`src/rtl/drq_pkg.sv`:
```
`default_nettype none
// ----------------------------------------------------------------------------
// drq_pkg
// Shared types, codes and helper functions of the two-queue runway scheduler.
// ----------------------------------------------------------------------------
package drq_pkg;

   localparam int QueueDepth = 16;
   localparam int PtrWidth   = (QueueDepth > 1) ? $clog2(QueueDepth) : 1;
   localparam int CountWidth = $clog2(QueueDepth + 1);
   localparam int SumWidth   = CountWidth + 1;
   localparam int LimitWidth = 5;
   localparam int CmpWidth   = (CountWidth > LimitWidth) ? CountWidth : LimitWidth;
   localparam int LevelWidth = 5;

   // Request kinds.
   localparam logic [1:0] ReqLand    = 2'd0;
   localparam logic [1:0] ReqTakeoff = 2'd1;
   localparam logic [1:0] ReqTick    = 2'd2;
   localparam logic [1:0] ReqNone    = 2'd3;

   // Result status codes.
   localparam logic [2:0] StatusAccepted = 3'd0;
   localparam logic [2:0] StatusRefused  = 3'd1;
   localparam logic [2:0] StatusIdle     = 3'd2;
   localparam logic [2:0] StatusLanded   = 3'd3;
   localparam logic [2:0] StatusTookOff  = 3'd4;
   localparam logic [2:0] StatusBoth     = 3'd5;

   localparam logic [LimitWidth-1:0] LimitReset = LimitWidth'(16);

   typedef struct packed {
      logic [1:0]  req_type;
      logic [15:0] plane_id;
      logic [31:0] now;
   } req_item_type;

   typedef struct packed {
      logic [2:0]            status;
      logic [15:0]           first_plane;
      logic [15:0]           second_plane;
      logic [LevelWidth-1:0] land_level;
      logic [LevelWidth-1:0] takeoff_level;
      logic [47:0]           land_wait_total;
      logic [47:0]           takeoff_wait_total;
      logic [31:0]           idle_ticks;
      logic [31:0]           land_refused_total;
      logic [31:0]           takeoff_refused_total;
      logic [31:0]           landings_total;
      logic [31:0]           takeoffs_total;
   } rsp_item_type;

   // A classified request as it travels from the front to the back.
   typedef struct packed {
      logic [1:0]  kind;
      logic [15:0] plane_id;
      logic [31:0] now;
   } cmd_type;

   typedef struct packed {
      logic [15:0] plane_id;
      logic [31:0] arrival;
   } slot_type;

   function automatic logic [31:0] sat_inc32(input logic [31:0] value);
      return (value == '1) ? value : value + 32'd1;
   endfunction

   function automatic logic [47:0] sat_add48(input logic [47:0] sum,
                                             input logic [31:0] delta);
      logic [48:0] total;
      total = {1'b0, sum} + {17'd0, delta};
      return total[48] ? '1 : total[47:0];
   endfunction

   function automatic logic [PtrWidth-1:0] next_ptr(input logic [PtrWidth-1:0] ptr);
      return (ptr == PtrWidth'(QueueDepth - 1)) ? '0 : ptr + PtrWidth'(1);
   endfunction

   function automatic logic [PtrWidth-1:0] tail_ptr(input logic [PtrWidth-1:0]   head,
                                                    input logic [CountWidth-1:0] count);
      logic [SumWidth-1:0] sum;
      sum = SumWidth'(head) + SumWidth'(count);
      if (sum >= SumWidth'(QueueDepth)) begin
         sum = sum - SumWidth'(QueueDepth);
      end
      return PtrWidth'(sum);
   endfunction

   function automatic logic has_room(input logic [CountWidth-1:0] count,
                                     input logic [LimitWidth-1:0] limit);
      return (CmpWidth'(count) < CmpWidth'(limit)) && (count < CountWidth'(QueueDepth));
   endfunction

endpackage
`default_nettype wire

```
`src/rtl/drq_front.sv`:
```
`default_nettype none
// ----------------------------------------------------------------------------
// drq_front
// Accepts request transactions, classifies them and holds them in a
// two-entry command queue for the back end. Unknown request kinds are dropped.
// ----------------------------------------------------------------------------
module drq_front (
   input  wire                        clock,
   input  wire                        reset,
   input  wire                        req_valid,
   output logic                       req_ready,
   input  wire drq_pkg::req_item_type req_data,
   output logic                       cmd_valid,
   input  wire                        cmd_take,
   output drq_pkg::cmd_type           cmd_data
);

   drq_pkg::cmd_type entry_ff [2];
   logic       wr_ptr_ff, wr_ptr_in;
   logic       rd_ptr_ff, rd_ptr_in;
   logic [1:0] count_ff, count_in;
   logic       push;
   logic       pop;

   assign req_ready = (count_ff != 2'd2);
   assign cmd_valid = (count_ff != 2'd0);
   assign cmd_data  = entry_ff[rd_ptr_ff];

   always_comb begin
      push      = req_valid && req_ready && (req_data.req_type != drq_pkg::ReqNone);
      pop       = cmd_take && cmd_valid;
      wr_ptr_in = push ? ~wr_ptr_ff : wr_ptr_ff;
      rd_ptr_in = pop ? ~rd_ptr_ff : rd_ptr_ff;
      count_in  = count_ff;
      if (push && !pop) begin
         count_in = count_ff + 2'd1;
      end else if (pop && !push) begin
         count_in = count_ff - 2'd1;
      end
   end

   always_ff @(posedge clock) begin
      if (reset) begin
         wr_ptr_ff <= 1'b0;
         rd_ptr_ff <= 1'b0;
         count_ff  <= 2'd0;
      end else begin
         wr_ptr_ff <= wr_ptr_in;
         rd_ptr_ff <= rd_ptr_in;
         count_ff  <= count_in;
      end
   end

   always_ff @(posedge clock) begin
      if (push) begin
         entry_ff[wr_ptr_ff] <= '{kind:     req_data.req_type,
                                  plane_id: req_data.plane_id,
                                  now:      req_data.now};
      end
   end

endmodule
`default_nettype wire

```
`src/rtl/drq_back.sv`:
```
`default_nettype none
// ----------------------------------------------------------------------------
// drq_back
// Carries out one command a cycle while the result channel is not stalled:
// pushes to or pops from the landing and takeoff queues, keeps the wait
// totals and event counters, and registers the result transaction.
// ----------------------------------------------------------------------------
module drq_back (
   input  wire                                 clock,
   input  wire                                 reset,
   input  wire  [drq_pkg::LimitWidth-1:0]      max_waiting,
   input  wire                                 cmd_valid,
   output logic                                cmd_take,
   input  wire  drq_pkg::cmd_type              cmd_data,
   output logic                                rsp_valid,
   input  wire                                 rsp_ready,
   output drq_pkg::rsp_item_type               rsp_data
);

   drq_pkg::slot_type land_mem_ff    [drq_pkg::QueueDepth];
   drq_pkg::slot_type takeoff_mem_ff [drq_pkg::QueueDepth];

   logic [drq_pkg::PtrWidth-1:0]   land_head_ff, land_head_in;
   logic [drq_pkg::PtrWidth-1:0]   takeoff_head_ff, takeoff_head_in;
   logic [drq_pkg::CountWidth-1:0] land_count_ff, land_count_in;
   logic [drq_pkg::CountWidth-1:0] takeoff_count_ff, takeoff_count_in;
   logic [47:0] land_wait_ff, land_wait_in;
   logic [47:0] takeoff_wait_ff, takeoff_wait_in;
   logic [31:0] idle_ff, idle_in;
   logic [31:0] land_ref_ff, land_ref_in;
   logic [31:0] takeoff_ref_ff, takeoff_ref_in;
   logic [31:0] landings_ff, landings_in;
   logic [31:0] takeoffs_ff, takeoffs_in;
   logic        rsp_valid_ff, rsp_valid_in;
   drq_pkg::rsp_item_type rsp_data_ff, rsp_data_in;

   logic land_wr, takeoff_wr;
   logic [drq_pkg::PtrWidth-1:0] land_tail, takeoff_tail;
   drq_pkg::slot_type land_slot, takeoff_slot;
   logic land_busy, takeoff_busy;
   logic [2:0]  status;
   logic [15:0] first_plane, second_plane;

   assign cmd_take     = cmd_valid && (!rsp_valid_ff || rsp_ready);
   assign rsp_valid    = rsp_valid_ff;
   assign rsp_data     = rsp_data_ff;
   assign land_tail    = drq_pkg::tail_ptr(land_head_ff, land_count_ff);
   assign takeoff_tail = drq_pkg::tail_ptr(takeoff_head_ff, takeoff_count_ff);
   assign land_slot    = land_mem_ff[land_head_ff];
   assign takeoff_slot = takeoff_mem_ff[takeoff_head_ff];
   assign land_busy    = (land_count_ff != '0);
   assign takeoff_busy = (takeoff_count_ff != '0);

   always_comb begin
      land_head_in     = land_head_ff;
      takeoff_head_in  = takeoff_head_ff;
      land_count_in    = land_count_ff;
      takeoff_count_in = takeoff_count_ff;
      land_wait_in     = land_wait_ff;
      takeoff_wait_in  = takeoff_wait_ff;
      idle_in          = idle_ff;
      land_ref_in      = land_ref_ff;
      takeoff_ref_in   = takeoff_ref_ff;
      landings_in      = landings_ff;
      takeoffs_in      = takeoffs_ff;
      land_wr          = 1'b0;
      takeoff_wr       = 1'b0;
      status           = drq_pkg::StatusAccepted;
      first_plane      = 16'd0;
      second_plane     = 16'd0;

      if (cmd_take) begin
         case (cmd_data.kind)
            drq_pkg::ReqLand: begin
               if (drq_pkg::has_room(land_count_ff, max_waiting)) begin
                  land_wr       = 1'b1;
                  land_count_in = land_count_ff + drq_pkg::CountWidth'(1);
               end else begin
                  status      = drq_pkg::StatusRefused;
                  land_ref_in = drq_pkg::sat_inc32(land_ref_ff);
               end
            end
            drq_pkg::ReqTakeoff: begin
               if (drq_pkg::has_room(takeoff_count_ff, max_waiting)) begin
                  takeoff_wr       = 1'b1;
                  takeoff_count_in = takeoff_count_ff + drq_pkg::CountWidth'(1);
               end else begin
                  status         = drq_pkg::StatusRefused;
                  takeoff_ref_in = drq_pkg::sat_inc32(takeoff_ref_ff);
               end
            end
            drq_pkg::ReqTick: begin
               // Landing is reported first; both heads go when both queues wait.
               if (land_busy) begin
                  land_head_in  = drq_pkg::next_ptr(land_head_ff);
                  land_count_in = land_count_ff - drq_pkg::CountWidth'(1);
                  land_wait_in  = drq_pkg::sat_add48(land_wait_ff,
                                                     cmd_data.now - land_slot.arrival);
                  landings_in   = drq_pkg::sat_inc32(landings_ff);
                  first_plane   = land_slot.plane_id;
               end
               if (takeoff_busy) begin
                  takeoff_head_in  = drq_pkg::next_ptr(takeoff_head_ff);
                  takeoff_count_in = takeoff_count_ff - drq_pkg::CountWidth'(1);
                  takeoff_wait_in  = drq_pkg::sat_add48(takeoff_wait_ff,
                                                        cmd_data.now - takeoff_slot.arrival);
                  takeoffs_in      = drq_pkg::sat_inc32(takeoffs_ff);
               end
               if (land_busy && takeoff_busy) begin
                  status       = drq_pkg::StatusBoth;
                  second_plane = takeoff_slot.plane_id;
               end else if (land_busy) begin
                  status = drq_pkg::StatusLanded;
               end else if (takeoff_busy) begin
                  status      = drq_pkg::StatusTookOff;
                  first_plane = takeoff_slot.plane_id;
               end else begin
                  status  = drq_pkg::StatusIdle;
                  idle_in = drq_pkg::sat_inc32(idle_ff);
               end
            end
            default: begin
               status = drq_pkg::StatusAccepted;
            end
         endcase
      end

      rsp_data_in = '{status:                status,
                      first_plane:           first_plane,
                      second_plane:          second_plane,
                      land_level:            drq_pkg::LevelWidth'(land_count_in),
                      takeoff_level:         drq_pkg::LevelWidth'(takeoff_count_in),
                      land_wait_total:       land_wait_in,
                      takeoff_wait_total:    takeoff_wait_in,
                      idle_ticks:            idle_in,
                      land_refused_total:    land_ref_in,
                      takeoff_refused_total: takeoff_ref_in,
                      landings_total:        landings_in,
                      takeoffs_total:        takeoffs_in};

      rsp_valid_in = cmd_take || (rsp_valid_ff && !rsp_ready);
   end

   always_ff @(posedge clock) begin
      if (reset) begin
         land_head_ff     <= '0;
         takeoff_head_ff  <= '0;
         land_count_ff    <= '0;
         takeoff_count_ff <= '0;
         land_wait_ff     <= '0;
         takeoff_wait_ff  <= '0;
         idle_ff          <= '0;
         land_ref_ff      <= '0;
         takeoff_ref_ff   <= '0;
         landings_ff      <= '0;
         takeoffs_ff      <= '0;
         rsp_valid_ff     <= 1'b0;
      end else begin
         land_head_ff     <= land_head_in;
         takeoff_head_ff  <= takeoff_head_in;
         land_count_ff    <= land_count_in;
         takeoff_count_ff <= takeoff_count_in;
         land_wait_ff     <= land_wait_in;
         takeoff_wait_ff  <= takeoff_wait_in;
         idle_ff          <= idle_in;
         land_ref_ff      <= land_ref_in;
         takeoff_ref_ff   <= takeoff_ref_in;
         landings_ff      <= landings_in;
         takeoffs_ff      <= takeoffs_in;
         rsp_valid_ff     <= rsp_valid_in;
      end
   end

   always_ff @(posedge clock) begin
      if (cmd_take) begin
         rsp_data_ff <= rsp_data_in;
      end
      if (land_wr) begin
         land_mem_ff[land_tail] <= '{plane_id: cmd_data.plane_id, arrival: cmd_data.now};
      end
      if (takeoff_wr) begin
         takeoff_mem_ff[takeoff_tail] <= '{plane_id: cmd_data.plane_id,
                                           arrival:  cmd_data.now};
      end
   end

endmodule
`default_nettype wire

```
`src/rtl/dual_queue_runway_scheduler.sv`:
```
`default_nettype none
// ----------------------------------------------------------------------------
// dual_queue_runway_scheduler
// Landing and takeoff queues with a runway tick that serves their heads.
// ----------------------------------------------------------------------------
// Each request transaction is either a landing request, a takeoff request or
// a runway tick, and each yields exactly one result transaction; the unused
// request kind three is taken and dropped without a result. The block
// sustains one request per clock while the result channel is not stalled: a
// two-entry command queue in the front end takes a transaction whenever it is
// not full, and the back end retires one command a cycle into its output
// register while the result channel is not stalled, so a request is held in
// the command queue and then in the output register before its result is
// presented. The configuration register caps each queue at min(value, 16)
// planes and should be written only while no transaction is in flight.
module dual_queue_runway_scheduler (
   input  wire                          clock,
   input  wire                          reset,
   input  wire                          req_valid,
   output logic                         req_ready,
   input  wire drq_pkg::req_item_type   req_data,
   output logic                         rsp_valid,
   input  wire                          rsp_ready,
   output drq_pkg::rsp_item_type        rsp_data,
   input  wire                          csr_valid,
   output logic                         csr_ready,
   input  wire  [drq_pkg::LimitWidth-1:0] csr_data
);

   logic [drq_pkg::LimitWidth-1:0] max_waiting_ff, max_waiting_in;
   logic             cmd_valid;
   logic             cmd_take;
   drq_pkg::cmd_type cmd_data;

   assign csr_ready      = 1'b1;
   assign max_waiting_in = (csr_valid && csr_ready) ? csr_data : max_waiting_ff;

   always_ff @(posedge clock) begin
      if (reset) begin
         max_waiting_ff <= drq_pkg::LimitReset;
      end else begin
         max_waiting_ff <= max_waiting_in;
      end
   end

   drq_front u_front (
      .clock     (clock),
      .reset     (reset),
      .req_valid (req_valid),
      .req_ready (req_ready),
      .req_data  (req_data),
      .cmd_valid (cmd_valid),
      .cmd_take  (cmd_take),
      .cmd_data  (cmd_data)
   );

   drq_back u_back (
      .clock       (clock),
      .reset       (reset),
      .max_waiting (max_waiting_ff),
      .cmd_valid   (cmd_valid),
      .cmd_take    (cmd_take),
      .cmd_data    (cmd_data),
      .rsp_valid   (rsp_valid),
      .rsp_ready   (rsp_ready),
      .rsp_data    (rsp_data)
   );

   // An idle tick can only be reported when both queues are empty.
   a_idle_empty: assert property (@(posedge clock) disable iff (reset)
      (rsp_valid && rsp_data.status == drq_pkg::StatusIdle) |->
         (rsp_data.land_level == '0 && rsp_data.takeoff_level == '0))
      else $error("idle tick reported with a nonempty queue");

   // A lone landing means the takeoff queue was empty.
   a_land_alone: assert property (@(posedge clock) disable iff (reset)
      (rsp_valid && rsp_data.status == drq_pkg::StatusLanded) |->
         (rsp_data.takeoff_level == '0 && rsp_data.second_plane == 16'd0))
      else $error("landing served alone while takeoff queue waited");

   // Requests and idle ticks carry no plane ids.
   a_no_plane: assert property (@(posedge clock) disable iff (reset)
      (rsp_valid && (rsp_data.status == drq_pkg::StatusAccepted ||
                     rsp_data.status == drq_pkg::StatusRefused ||
                     rsp_data.status == drq_pkg::StatusIdle)) |->
         (rsp_data.first_plane == 16'd0 && rsp_data.second_plane == 16'd0))
      else $error("plane id reported on a result that serves no plane");

endmodule
`default_nettype wire
```
`config.mk`:
```
export PLATFORM = sky130hd
export DESIGN_NAME = dual_queue_runway_scheduler
export DESIGN_NICKNAME = d
export VERILOG_FILES = /design/src/rtl/drq_pkg.sv /design/src/rtl/drq_front.sv /design/src/rtl/drq_back.sv /design/src/rtl/dual_queue_runway_scheduler.sv
export SDC_FILE = /design/constraint.sdc
export NUM_CORES = 2
export LEC_CHECK = 0
export BUFFER_PORTS_ARGS = -buffer_cell sky130_fd_sc_hd__buf_2
export CORE_MARGIN = 4
export CORE_UTILIZATION = 30
export DETAILED_ROUTE_END_ITERATION = 6
export PLACE_DENSITY = 0.44
export SYNTH_ARGS = -nofsm -noshare
export SYNTH_HDL_FRONTEND = slang
export SYNTH_SLANG_ARGS = --single-unit
```
`constraint.sdc`:
```
create_clock -name clock -period 15 [get_ports clock]
set_input_delay 0.75 -clock clock [delete_from_list [all_inputs] [get_ports clock]]
set_output_delay 0.75 -clock clock [all_outputs]
set_load 0.01 [all_outputs]
```
# == After elaboration in Yosys (flattened, before gate mapping) ==
# Memory sizes are Yosys's and may differ from the RTL's. A register that Yosys moved wholly into a read port is not among the register bits.
# Cells that the tools add are included.
# word_totals
regBits,585
ram_bits,1636
output_inout_bits,304
wordCells,167
n_memories,3
# classes
add_sub_neg,21
n_lt_le_gt_ge,6
eq_ne,11
muxes,72
bitwise,2
n_reduce_logical,24
# mem_list
name,depth,width,rd,rd_clocked_by_memory_dff,wr,line_no,text
u_back.land_mem_ff,16,48,1,1,1,drq_back.sv:20,drq_pkg::slot_type land_mem_ff [drq_pkg::QueueDepth];
u_back.takeoff_mem_ff,16,48,1,1,1,drq_back.sv:21,drq_pkg::slot_type takeoff_mem_ff [drq_pkg::QueueDepth];
u_front.entry_ff,2,50,1,1,1,drq_front.sv:18,drq_pkg::cmd_type entry_ff [2];
# op_table
operator,count
32-bit two-way mux,22
48-bit two-way mux,8
"32-bit by 1-bit adder with 32-bit output, second input constant",5
"32-bit equality test, second input constant",5
48-bit by 32-bit adder with 49-bit output,2
16-bit two-way mux,4
32-bit subtractor,2
4-bit two-way mux,8
5-bit two-way mux,6
5-bit case mux with 2 select lines,2
1-bit two-way mux,16
4-bit by 5-bit adder with 6-bit output,2
"6-bit by 5-bit >= comparator with 1-bit output, second input constant",2
"5-bit by 1-bit adder with 5-bit output, second input constant",2
1-bit logical AND,10
5-bit less-than comparator,2
"5-bit less-than comparator, second input constant",2
5-bit nonzero test,2
"5-bit by 1-bit subtractor with 5-bit output, second input constant",2
3-bit two-way mux,3
3-bit case mux with 3 select lines,1
"4-bit by 1-bit adder with 4-bit output, second input constant",2
"4-bit equality test, second input constant",2
"4-bit by 1-bit subtractor with 4-bit output, second input constant",2
other kinds (13),22

# == Depth between registers and ports, before layout ==
# logic_depth
depth_word,7
depth_mapped,30
depth_no_buf,23

# == Modules after synthesis ==
# From an unflattened synthesis, not the netlist that was laid out.
# unflattened
hier_cells,5270
area_unflattened_um2,91512.8
# by_module_without_submodules
module,instances,cells_per_inst,area_per_inst_um2
drq_back,1,5071,87478.9
drq_front,1,181,3838.7
dual_queue_runway_scheduler,1,18,195.2

# == Worst setup path before layout ==
# Ideal clock, no wire load.
# synth_timing
path_kind,input to register
from,input rsp_ready
to,"memory u_back.land_mem_ff[0][0] in the netlist's numbering, enable pin"
setup_time_ps,454
arrival_time_ps,12784
required_ps,14546
path_slack_ps,1762
stages,8
path_buffers,2
cell_sequence,nand2b_1 -> o21ai_0 -> clkbuf_1 -> inv_1 -> clkbuf_1 -> nand3_1 -> or3_1 -> nor2_1
# synth_between
elab_chain_len,5
# synth_rtl
element,line_no,text
from (decl),dual_queue_runway_scheduler.sv:23,"input wire rsp_ready,"
1-bit logical OR,drq_back.sv:44,assign cmd_take = cmd_valid && (!rsp_valid_ff || rsp_ready);
1-bit logical AND,drq_back.sv:44,
named net cmd_take,dual_queue_runway_scheduler.sv:32,logic cmd_take;
1-bit two-way mux,drq_back.sv:72,if (cmd_take) begin
1-bit two-way mux,drq_back.sv:178,if (land_wr) begin
1-bit two-way mux (not written as such),drq_back.sv:179,"land_mem_ff[land_tail] <= '{plane_id: cmd_data.plane_id, arrival: cmd_data.now};"
to (decl),drq_back.sv:20,
# The timed path passes the listed nets, and every way through them passes these cells.

==> metrics <==
GRT Util Overall=16.3%; layout cells sized above 1=24.6%; Hold Crit Class=in -> reg; RSZ-0062 raised after global routing=no; DR WL/cell=26.4 µm; Final GP Congestion=0.789; Req. time, crit path=15.73 ns; die width=559 µm; cells after synthesis=5238; # port buffers=362; Die Ht=559 µm; Post-Layout Cell Count=9959; final hold vios=0; period utilization=61.0%; later-pin clock latency in the skew report=0.90 ns; flops & latches, synth=2230; post-DP HPWL=159 mm; synth warn=0; Post-layout nets=6005; CTS tree=yes; first-pass GRT wire length=374 mm; dpl cells=9472; Slew @ Worst Pin=1.35 ns; Synth cell types=86; # clock sinks=2230; status=complete, no violations; Final Max Slew Viols=0; VDD IR max=0.000101 V; Seq/Total Area, Yosys=70.2%; WS Path Type=reg -> reg; CP delay by family, top=compound AO/OA/AOI/OAI gates; clock root cell=clkbuf_16; initial antenna violation count=21; pwr/cell area=163 nW/µm²; Vias per Instance=4.96; Vias=49400; Setup Skew=0.0822 ns; Net Count, Synth=5468; CP endpoint kind=flip-flop; CTS Buffer Depth=4; total CTS buffers=242; Rel. slew slack=7.98%; Worst path most repeated cell=a21oi_1; Max-Cap Viols=0; Post-CTS Setup Bufs=0; Final setup viols=0; area grow syn2layout=17.0%; slowest stage delay, CP=1.19 ns; total wirelength of the detailed-routed design=263 mm; drc violations=0; top cells by area, synth=edfxtp_1, mux4_2, dfxtp_1, ha_1, xnor2_1; Async SR Flop Fraction=0%; Worst Path Arrival=9.88 ns; Fmax=109 MHz; number of flops mapped to enable cells by yosys=1937; GRT overflow=0; vias in the first global route=50300; area leader, netlist=edfxtp_1; Yosys top cell area share=63.8%; Initial Util=30.1%; Iter 0 DRT Violations=4253; clk slew on worst S/H paths=0.06 ns; die area=313000 µm²; H-tree lvl count=4; core area=303000 µm²; post-route ant nets=0; largest net degree at the start of global routing=146; Top Ports=364; CP max-delay cell=a2111oi_0; setup TNS=0 ns; Bufs and invs on worst path=3; row count=202; fin crit period=9.15 ns; Worst Setup Start Kind=flip-flop; Critical Path Fanout Max=53; DR pass1 iterations=5; Syn Std Cell Area=91200 µm²; Main synth FF type=edfxtp_1; crit-path cells=buf_4, buf_4, mux4_2, mux4_2, inv_1, ha_1, o21a_1, o31a_1, o311ai_1, a21oi_1, a2111oi_0, o21bai_1, a21oi_1, xnor2_1, ha_1, a21oi_1, o21bai_1, a21oi_1, a21bo_2, o2111ai_1, o31ai_2, nand2_1, and4_1, nor3_1; leakage=0.0356 µW; syn avg cell area=17.4 µm²
## path summary, 6_finish.rpt
| kind | depth (start not counted) | slack [ns] | end | from |
|---|---|---|---|---|
| hold / removal | 1 | 0.08 | u_front.entry_ff[1][25] | req_data[25] |
| setup reg to reg | 24 | 5.85 | u_back.takeoff_wait_ff[46] | flip-flop |
| hold reg to reg | 2 | 0.51 | max_waiting_ff[3] | max_waiting_ff[3] |
| setup / recovery | 24 | 5.85 | u_back.takeoff_wait_ff[46] | flip-flop |
## cell type report
class                           count  area (µm²)
Fill cell                       28500      196000
Clock inverter                    149        1580
Inverter                          141         544
Antenna cell                        4        10.0
Sequential cell                  2230       64100
Clock buffer                      297        6430
Multi-Input combinational cell   2663       26100
Timing Repair Buffer              497        2950
Tap cell                         3978        4980
## logic make-up after synthesis
logic type	after synthesis	share of synthesized area [%]
other cells	1	0.00411
xor+xnor	293	2.82
compound gates	588	4.31
flops	2230	70.2
mux	545	12.6
fa+ha+maj	170	2.38
buf+inv	345	1.45
simple gates	1066	6.20
## layer usage
| metal | track usage, % | vias up | wire length (µm) |
|---|---|---|---|
| met1 | 23.9 | 26000 | 124000 |
| met4 | 3.18 | 2 | 4980 |
| met2 | 25.6 | 1313 | 120000 |
| met5 | 0 | - | 13 |
| met3 | 2.92 | 306 | 14300 |
| li1 | - | 21800 | - |
## worst register-to-register path, delay by kind of cell (launching register included)
| family | cells | cell delay (ns) |
|---|---|---|
| flip-flops | 1 | 0.84 |
| AO/OA/AOI/OAI | 13 | 3.89 |
| AND/OR/NAND/NOR | 3 | 0.99 |
| XOR/XNOR | 1 | 0.09 |
| adder cells (fa/ha/maj) | 2 | 0.67 |
| multiplexers | 2 | 0.98 |
| buffers and inverters | 3 | 1.57 |
## registers in the layout (all words and copies together), names as in the netlist, 2 cells and up, named ones only
| signal | flops |
|---|---|
| u_back.land_mem_ff | 768 |
| u_back.land_ref_ff | 32 |
| u_back.land_head_ff | 4 |
| u_back.landings_ff | 32 |
| u_back.takeoff_mem_ff | 768 |
| u_back.takeoff_count_ff | 5 |
| u_front.entry_ff | 100 |
| u_back.idle_ff | 32 |
| u_back.takeoff_wait_ff | 48 |
| u_back.takeoff_head_ff | 4 |
| u_back.land_wait_ff | 48 |
| u_back.rsp_data | 301 |
| u_front.count_ff | 2 |
| u_back.takeoffs_ff | 32 |
| u_back.takeoff_ref_ff | 32 |
| max_waiting_ff | 5 |
| u_back.land_count_ff | 5 |
## synth_stat cells, types with 39 or more instances
library cell	number
and2_1	249
clkbuf_1	156
edfxtp_1	1937
nand4_1	62
buf_1	39
nand2_1	173
mux2_2	51
mux4_2	480
nand3_1	91
nor2_1	221
xor2_1	113
o21ai_0	73
and3_1	51
nor3_1	61
xnor2_1	179
dfxtp_1	293
inv_1	141
a21o_1	59
a21oi_1	203
ha_1	164
## cells in the final DEF (no fill, tap or decap), types with 31 or more instances in the layout
cell / count
buf_4: 97
xor2_1: 113
dfxtp_1: 284
nor2_1: 185
and2_1: 248
nor3_1: 61
a21o_1: 59
bufinv_16: 31
a21oi_1: 203
mux2_2: 51
nand2_1: 173
xnor2_1: 179
mux4_2: 480
inv_1: 139
clkbuf_16: 246
nand4_1: 62
nor2_4: 34
nand3_1: 91
ha_1: 164
clkinv_2: 55
buf_2: 361
dlygate4sd3_1: 37
o21ai_0: 72
clkbuf_1: 43
clkinv_1: 39
and3_1: 51
edfxtp_1: 1937
## repair_timing
item,4_1_cts,5_1_grt
hold buffers,37,0
hold endpoints to repair,73,0
setup endpoints to repair,0,0
gates resized for setup,0,0
## power by group
group          total [µW]  leakage (µW)  internal (µW)  switching [µW]
clock network        6040       0.00392           3560            2480
logic                3530        0.0116           1060            2480
registers            7830        0.0201           7650             180
total               17400        0.0356          12300            5140
## stage by stage
step	total power (µW)	setup WS, ns	hold slack (ns)	cell area (µm²)	util [%]
after global placement	11500	5.84	0.485	98300	32.5
final	17400	5.85	0.0758	107000	35.2
after global routing	18200	5.12	0.0162	107000	35.2
after detailed placement	11600	5.86	0.493	98300	32.5
after floorplan	10100	1.76	0.460	91200	-
after CTS	17700	5.83	0.0000216	107000	35.2
Note: power is estimated with default switching activity, not from simulation.
